File: src/rtl/srt_pkg.sv
// Shared types and constants of the shortest-remaining-time scheduler.
package srt_pkg;

    localparam int JOBS   = 16;
    localparam int IDX_W  = (JOBS > 1) ? $clog2(JOBS) : 1;
    localparam int UNIT_W = 16;
    localparam int TIME_W = 32;
    localparam int JOB_W  = 4;
    localparam int CMD_W  = 2;

    localparam logic [CMD_W-1:0]  CMD_LOAD  = 2'd0;
    localparam logic [CMD_W-1:0]  CMD_TICK  = 2'd1;
    localparam logic [CMD_W-1:0]  CMD_CLEAR = 2'd2;
    localparam logic [TIME_W-1:0] TIME_MAX  = '1;
    localparam logic [IDX_W-1:0]  LAST_IDX  = IDX_W'(JOBS - 1);
    localparam logic [7:0]        JOBS_LIM  = 8'(JOBS);

    typedef enum logic [1:0] {
        ST_IDLE,
        ST_SCAN,
        ST_LAST,
        ST_UPDATE
    } state_t;

    typedef struct packed {
        logic [UNIT_W-1:0] burst;
        logic [UNIT_W-1:0] remaining;
    } entry_t;

    typedef struct packed {
        logic             en;
        logic             clr;
        logic [IDX_W-1:0] addr;
        entry_t           entry;
    } wr_req_t;

endpackage

File: src/rtl/srt_table.sv
// Job table: one synchronous memory of burst and remaining time, with per-entry valid bits.
module srt_table (
    input  logic                       clk,
    input  logic                       rst_n,
    input  srt_pkg::wr_req_t           wr,
    input  logic [srt_pkg::IDX_W-1:0]  rd_addr,
    output srt_pkg::entry_t            rd_entry
);

    srt_pkg::entry_t           mem [srt_pkg::JOBS];
    logic [srt_pkg::JOBS-1:0]  valid_reg;
    srt_pkg::entry_t           rd_data_reg;
    logic                      rd_valid_reg;

    always_ff @(posedge clk or negedge rst_n)
    begin
        if (!rst_n)
        begin
            valid_reg    <= '0;
            rd_valid_reg <= 1'b0;
        end
        else
        begin
            if (wr.clr)
            begin
                valid_reg <= '0;
            end
            else if (wr.en)
            begin
                valid_reg[wr.addr] <= 1'b1;
            end
            rd_valid_reg <= valid_reg[rd_addr];
        end
    end

    always_ff @(posedge clk)
    begin
        if (wr.en)
        begin
            mem[wr.addr] <= wr.entry;
        end
        rd_data_reg <= mem[rd_addr];
    end

    // an entry never written since reset or clear reads as an empty job
    assign rd_entry = rd_valid_reg ? rd_data_reg : '0;

endmodule

File: src/rtl/shortest_remaining_time_scheduler_unit.sv
// Top level of the shortest-remaining-time scheduler: command handling, table scan and results.
//
//  channel  | signals                        | contents
//  ---------+--------------------------------+---------------------------------------------
//  s_axis   | s_tvalid s_tready s_tdata      | request: tuser cmd, tdata job + burst
//           | s_tuser                        |
//  m_axis   | m_tvalid m_tready m_tdata      | result: done_job, turnaround, waiting time
//
// A load or clear request is written as it is accepted. A tick is accepted in idle, then
// scan reads all JOBS entries of the single table read port for the shortest live job,
// last compares the last entry and update writes the chosen entry back.
// Reset clears valid bits, time and control at once; there is no clearing pass.
// A finished result waits in the output register; a tick that completes a job holds in
// its update step while that register is still full, and no request is taken meanwhile.
module shortest_remaining_time_scheduler_unit (
    input  logic        clk,
    input  logic        rst_n,
    input  logic        s_tvalid,
    output logic        s_tready,
    input  logic [23:0] s_tdata,   // [3:0] job, [19:4] burst, [23:20] zero
    input  logic [1:0]  s_tuser,   // [1:0] cmd
    output logic        m_tvalid,
    input  logic        m_tready,
    output logic [71:0] m_tdata    // [3:0] done_job, [35:4] turnaround_time,
                                   // [67:36] waiting_time, [71:68] zero
);

    srt_pkg::state_t                state_reg, state_next;
    logic [srt_pkg::IDX_W-1:0]      idx_reg;
    logic                           cmp_vld_reg;
    logic [srt_pkg::IDX_W-1:0]      cmp_idx_reg;
    logic                           found_reg;
    logic [srt_pkg::IDX_W-1:0]      best_idx_reg;
    srt_pkg::entry_t                best_reg;
    logic [srt_pkg::TIME_W-1:0]     time_reg;
    logic                           m_tvalid_reg;
    logic [srt_pkg::JOB_W-1:0]      done_job_reg;
    logic [srt_pkg::TIME_W-1:0]     turnaround_reg;
    logic [srt_pkg::TIME_W-1:0]     waiting_reg;

    srt_pkg::wr_req_t               wr;
    srt_pkg::entry_t                rd_entry;
    logic                           s_acc;
    logic [srt_pkg::CMD_W-1:0]      cmd;
    logic [srt_pkg::JOB_W-1:0]      job;
    logic [srt_pkg::UNIT_W-1:0]     burst;
    logic                           job_ok;
    logic                           better;
    logic [srt_pkg::UNIT_W-1:0]     new_rem;
    logic                           out_free;
    logic                           emit;
    logic [srt_pkg::TIME_W-1:0]     best_burst_w;

    assign s_acc   = s_tvalid && s_tready;
    assign cmd     = s_tuser;
    assign job     = s_tdata[3:0];
    assign burst   = s_tdata[19:4];
    assign job_ok  = ({4'b0000, job} < srt_pkg::JOBS_LIM);
    assign new_rem = best_reg.remaining - 16'd1;
    assign out_free = !m_tvalid_reg || m_tready;
    assign best_burst_w = {16'd0, best_reg.burst};

    // compare the entry that the previous scan cycle read
    assign better = cmp_vld_reg && (rd_entry.remaining != '0)
                    && (!found_reg || (rd_entry.remaining < best_reg.remaining));

    srt_table u_table (
        .clk      (clk),
        .rst_n    (rst_n),
        .wr       (wr),
        .rd_addr  (idx_reg),
        .rd_entry (rd_entry)
    );

    always_comb
    begin
        state_next = state_reg;
        unique case (state_reg)
            srt_pkg::ST_IDLE:
            begin
                if (s_acc && (cmd == srt_pkg::CMD_TICK))
                begin
                    state_next = srt_pkg::ST_SCAN;
                end
            end
            srt_pkg::ST_SCAN:
            begin
                if (idx_reg == srt_pkg::LAST_IDX)
                begin
                    state_next = srt_pkg::ST_LAST;
                end
            end
            srt_pkg::ST_LAST:
            begin
                state_next = srt_pkg::ST_UPDATE;
            end
            srt_pkg::ST_UPDATE:
            begin
                if (!found_reg || (new_rem != '0) || out_free)
                begin
                    state_next = srt_pkg::ST_IDLE;
                end
            end
            default:
            begin
                state_next = srt_pkg::ST_IDLE;
            end
        endcase
    end

    // the table is only written outside the scan, so reads never meet a pending write
    always_comb
    begin
        s_tready = 1'b0;
        emit     = 1'b0;
        wr       = '0;
        unique case (state_reg)
            srt_pkg::ST_IDLE:
            begin
                s_tready             = 1'b1;
                wr.en                = s_acc && (cmd == srt_pkg::CMD_LOAD) && job_ok;
                wr.clr               = s_acc && (cmd == srt_pkg::CMD_CLEAR);
                wr.addr              = srt_pkg::IDX_W'(job);
                wr.entry.burst       = burst;
                wr.entry.remaining   = burst;
            end
            srt_pkg::ST_UPDATE:
            begin
                wr.en                = found_reg && ((new_rem != '0) || out_free);
                wr.addr              = best_idx_reg;
                wr.entry.burst       = best_reg.burst;
                wr.entry.remaining   = new_rem;
                emit                 = found_reg && (new_rem == '0) && out_free;
            end
            default:
            begin
                s_tready = 1'b0;
            end
        endcase
    end

    always_ff @(posedge clk or negedge rst_n)
    begin
        if (!rst_n)
        begin
            state_reg    <= srt_pkg::ST_IDLE;
            idx_reg      <= '0;
            cmp_vld_reg  <= 1'b0;
            found_reg    <= 1'b0;
            time_reg     <= '0;
            m_tvalid_reg <= 1'b0;
        end
        else
        begin
            state_reg   <= state_next;
            cmp_vld_reg <= (state_reg == srt_pkg::ST_SCAN);
            if (state_reg == srt_pkg::ST_SCAN)
            begin
                idx_reg <= idx_reg + 1'b1;
            end
            else
            begin
                idx_reg <= '0;
            end
            if (state_reg == srt_pkg::ST_IDLE)
            begin
                found_reg <= 1'b0;
            end
            else if (better)
            begin
                found_reg <= 1'b1;
            end
            if (s_acc && (cmd == srt_pkg::CMD_CLEAR))
            begin
                time_reg <= '0;
            end
            else if (s_acc && (cmd == srt_pkg::CMD_TICK) && (time_reg != srt_pkg::TIME_MAX))
            begin
                time_reg <= time_reg + 1'b1;
            end
            if (emit)
            begin
                m_tvalid_reg <= 1'b1;
            end
            else if (m_tready)
            begin
                m_tvalid_reg <= 1'b0;
            end
        end
    end

    always_ff @(posedge clk)
    begin
        cmp_idx_reg <= idx_reg;
        if (better)
        begin
            best_idx_reg <= cmp_idx_reg;
            best_reg     <= rd_entry;
        end
        if (emit)
        begin
            done_job_reg   <= srt_pkg::JOB_W'(best_idx_reg);
            turnaround_reg <= time_reg;
            waiting_reg    <= (time_reg >= best_burst_w) ? (time_reg - best_burst_w) : '0;
        end
    end

    assign m_tvalid = m_tvalid_reg;
    assign m_tdata  = {4'b0000, waiting_reg, turnaround_reg, done_job_reg};

    a_emit_from_update: assert property (@(posedge clk) disable iff (!rst_n)
        emit |-> (state_reg == srt_pkg::ST_UPDATE) && found_reg)
        else $error("result raised outside the update step");

    a_no_write_in_scan: assert property (@(posedge clk) disable iff (!rst_n)
        ((state_reg == srt_pkg::ST_SCAN) || (state_reg == srt_pkg::ST_LAST))
        |-> !wr.en && !wr.clr)
        else $error("table written during a scan");

    a_time_saturates: assert property (@(posedge clk) disable iff (!rst_n)
        ((time_reg == srt_pkg::TIME_MAX) && !(s_acc && (cmd == srt_pkg::CMD_CLEAR)))
        |=> (time_reg == srt_pkg::TIME_MAX))
        else $error("time counter wrapped");

    a_wait_bounded: assert property (@(posedge clk) disable iff (!rst_n)
        m_tvalid_reg |-> (waiting_reg <= turnaround_reg))
        else $error("waiting time exceeds turnaround time");

endmodule
File: config.mk
export PLATFORM = sky130hd
export DESIGN_NAME = shortest_remaining_time_scheduler_unit
export DESIGN_NICKNAME = d
export VERILOG_FILES = /design/src/rtl/srt_pkg.sv /design/src/rtl/srt_table.sv /design/src/rtl/shortest_remaining_time_scheduler_unit.sv
export SDC_FILE = /design/constraint.sdc
export NUM_CORES = 1
export LEC_CHECK = 0
export ABC_AREA = 1
export BUFFER_PORTS_ARGS = -buffer_cell sky130_fd_sc_hd__buf_2
export CAP_MARGIN = 20
export CORE_MARGIN = 2
export CORE_UTILIZATION = 55
export CTS_BUF_LIST = sky130_fd_sc_hd__clkbuf_4 sky130_fd_sc_hd__clkbuf_8
export DETAILED_ROUTE_END_ITERATION = 12
export GPL_TIMING_DRIVEN = 0
export PLACE_DENSITY = 0.86
export REMOVE_ABC_BUFFERS = 1
export SETUP_SLACK_MARGIN = 0.2
export SLEW_MARGIN = 10
export SYNTH_ARGS = -nofsm -noshare
export SYNTH_HDL_FRONTEND = slang
export SYNTH_SLANG_ARGS = --single-unit
export TNS_END_PERCENT = 5
File: constraint.sdc
create_clock -name clk -period 6 [get_ports clk]
set_input_delay 1.5 -clock clk [delete_from_list [all_inputs] [get_ports clk]]
set_output_delay 1.5 -clock clk [all_outputs]
set_load 0.1 [all_outputs]
==> impl_metrics.env <==
export IMPL_synth_edf_count=616
export IMPL_p_leak_uw=0.0129
export IMPL_vias=21800
export IMPL_power_total_uw=15200
export IMPL_fin_cells=3486
export IMPL_grt_max_degree=145
export IMPL_critPathKind="reg2out"
export IMPL_finalCritPeriodShare=0.684
export IMPL_clkSinkCount=710
export IMPL_clk_pin_slew_worst_paths_ps=60
export IMPL_grt_pass1_vias=21400
export IMPL_die_x_um=236
export IMPL_synth_top_family_by_area="simple AND/OR/NAND/NOR gates"
export IMPL_cts_resized_gates=0
export IMPL_synth_fa_ha_area_frac=0.0171
export IMPL_design_core_area_um2=53600
export IMPL_peakVddDrop_mv=0.349
export IMPL_drt_total_wl_mm=80.5
export IMPL_syn_to_final_growth_pct=14.0
export IMPL_r2r_cells=14
export IMPL_io_pins=104
export IMPL_end_kind="output port"
export IMPL_post_dp_cell_area_um2=31500
export IMPL_cts_max_level=3
export IMPL_dp_cells=3277
export IMPL_cp_max_fo=26
export IMPL_drtAntennaViolNets=0
export IMPL_fin_ws_ps=1900
export IMPL_worstHoldEndpoint="best_idx_reg[2]$_DFFE_PP_"
export IMPL_rsz0062_at_grt="no"
export IMPL_synth_ff_type="edfxtp_1"
export IMPL_start_util=0.553
export IMPL_ys_seq_area_frac=0.697
export IMPL_netSwitchingFraction=0.350
export IMPL_track_usage=0.284
export IMPL_postCtsHoldBufs=0
export IMPL_switching_power_uw=5340
export IMPL_grt_overflow=0
export IMPL_cap_violations=0
export IMPL_dieArea_um2=55800
export IMPL_gp_congestion=0.894
export IMPL_finalSetupTns_ps=0
export IMPL_finalHoldViolCount=0
export IMPL_largest_register="u_table.mem"
export IMPL_cts_tree="yes"
export IMPL_clock_path_buffers=3
export IMPL_seqPwrFrac=0.445
export IMPL_synth_area_um2=29700
export IMPL_synth_top_area_share=0.624
export IMPL_insertion_delay_ps=730
export IMPL_maxSlewHeadroom=0.208
export IMPL_synth_compound_area_frac=0.102
export IMPL_postSynthCellCount=2577
export IMPL_yosys_mux_area_fraction=0
export IMPL_antenna_found_initial=0
export IMPL_post_cts_buffers=0
export IMPL_crit_arrival_ps=2600
export IMPL_die_h_um=236
export IMPL_min_delay_start="cmp_idx_reg[2]$_DFF_P_"
export IMPL_wl_per_cell_um=23.1
export IMPL_r2r_start="best_reg[1]$_DFFE_PP_"
export IMPL_hold_path_depth=0
export IMPL_cts_made_buffers=107
export IMPL_synth_common_cells="616 x edfxtp_1, 491 x nand2_1, 247 x nor2_1"
export IMPL_r2r_end="u_table.mem[11][4]$_DFFE_PP_"
export IMPL_cp_cell_sequence="inv_1 -> ha_2 -> buf_2"
export IMPL_grt_pass1_wl_mm=121
export IMPL_ys_seq_elements=710
export IMPL_worst_slew_pin_slew_ps=1190
export IMPL_drcViolationCount=0
export IMPL_ff2ff_setup_slack_ps=2010
export IMPL_synth_distinct_cells=53
export IMPL_rows=85
export IMPL_detailedPlace_worstSlack_ps=2090
export IMPL_drive_above_1_share=0.141
export IMPL_hp_class="reg2reg"
export IMPL_p_int_uw=9900
export IMPL_clockRootBuffer="clkbuf_8"
export IMPL_yosysWarnings=0
export IMPL_power_density_nw_per_um2=451
export IMPL_drv_slew=0
export IMPL_dr_pass1_iters=9
export IMPL_finalInstanceArea_um2=33800
export IMPL_fin_nets=2770
export IMPL_power_frac_comb=0.283
export IMPL_min_period_ps=4100
export IMPL_synthSimpleGateAreaFrac=0.135
export IMPL_vias_per_cell=6.25
export IMPL_io_buffers=95
export IMPL_yosys_cell_count_top_type="edfxtp_1"
export IMPL_first_iter_violations=3327
export IMPL_postSynth_asyncResetShare=0.0817
export IMPL_cp_slowest_cell="ha_2"
export IMPL_cp_data_required_time_ps=4500
export IMPL_finClkSkew_ps=49.9
export IMPL_dpl_hpwl_mm=48.7
export IMPL_synth_xor_area_share=0.00620
export IMPL_synth_top_cell_by_area="edfxtp_1"
export IMPL_num_antenna_cells=0
export IMPL_synthTopCellsByArea="edfxtp_1 62%, nand2_1 6.2%, dfrtp_1 4.9%, o21ai_0 3.6%, nor2_1 3.1%"
export IMPL_cp_start_kind="flop"
export IMPL_slowest_delay_ps=750
export IMPL_largest_reg_flops=512
export IMPL_status="complete, no violations"
export IMPL_setup_viol=0
export IMPL_avgSynthCellArea_um2=11.5
export IMPL_clkPwrFrac=0.272
export IMPL_clock_fmax_ghz=0.244
stage by stage:
stage,utilization,hold slack [ps]
6_report,0.631,401
5_1_grt,0.631,415
4_1_cts,0.629,402
3_5_place_dp,0.587,389
3_3_place_gp,0.568,392
2_1_floorplan,-,386
cells by family (layout without fill, tap and decap cells):
kind of cell / after synthesis / in the layout
buffers and inverters: 314 / 524
adders and majority gates: 40 / 40
and+or+nand+nor: 958 / 958
AOI/OAI and AO/OA: 533 / 533
DFF: 710 / 710
other: 1 / 4
xor gates and xnor gates: 21 / 21
worst max-delay path by stage:
stage,cells past startpoint,end,from
2_1_floorplan,5,u_table.rd_data_reg[18]$_DFF_P_,idx_reg[0]$_DFF_PN0_
4_1_cts,3,s_tready,state_reg[0]$_DFFE_PN0P_
3_3_place_gp,5,u_table.rd_data_reg[5]$_DFF_P_,idx_reg[0]$_DFF_PN0_
5_1_grt,3,s_tready,state_reg[0]$_DFFE_PN0P_
3_5_place_dp,7,u_table.mem[8][4]$_DFFE_PP_,s_tuser[0]
6_report,3,s_tready,state_reg[1]$_DFFE_PN0P_
layout by cell type, fill, tap and decap left out, types with 4 or more instances in the layout:
| cell | instances |
|---|---|
| edfxtp_1 | 616 |
| nand2_1 | 490 |
| nor2_1 | 230 |
| o21ai_0 | 215 |
| a21oi_1 | 178 |
| inv_1 | 168 |
| clkbuf_8 | 118 |
| nand3_1 | 107 |
| buf_2 | 94 |
| nand4_1 | 59 |
| clkbuf_4 | 58 |
| dfrtp_1 | 53 |
| o22ai_1 | 40 |
| a221oi_1 | 39 |
| ha_1 | 37 |
| dfxtp_1 | 36 |
| o221ai_1 | 25 |
| nor3_1 | 25 |
| nor2_4 | 19 |
| buf_12 | 17 |
| xor2_1 | 16 |
| buf_16 | 16 |
| buf_4 | 15 |
| clkinv_2 | 9 |
| clkinv_1 | 9 |
| inv_2 | 7 |
| o21a_1 | 7 |
| o21ai_1 | 6 |
| nor2_2 | 5 |
| xnor2_1 | 5 |
| a22o_1 | 4 |
| a31oi_1 | 4 |
| nor4_1 | 4 |
| or2_2 | 4 |
| conb_1 | 4 |
critical path: cells and delay by family (launching register included):
kind	cells	cell delay, ps
adders and majority gates	1	750
buffers and inverters	2	670
DFF	1	440
layout make-up:
| cell class | count | area [um^2] |
|---|---|---|
| clock inverter | 23 | 201 |
| multi-input combinational | 1556 | 7910 |
| tap | 696 | 871 |
| fill | 3760 | 19800 |
| clock buffer | 176 | 2060 |
| inverter | 180 | 689 |
| sequential | 710 | 20700 |
| timing repair buffer | 145 | 1400 |
metal layers:
layer  wire [um]  global-route usage  vias up  share of wire
li1            -                   -     9446              -
met1       28600               0.361    10300           0.35
met2       37900               0.456     1668           0.47
met3        9850              0.0689      327           0.12
met4        4220               0.152        0          0.052
met5           0                   0        -              0
power by group through the flow:
stage / Sequential (uW) / Combinational, uW / Clock (uW)
2_1_floorplan: 6830 / 2570 / 0
3_3_place_gp: 7090 / 3520 / 0
3_5_place_dp: 6860 / 4100 / 0
4_1_cts: 6760 / 4140 / 4170
5_1_grt: 6800 / 4670 / 4380
6_report: 6780 / 4320 / 4140
(Power assumes the default switching activity.)
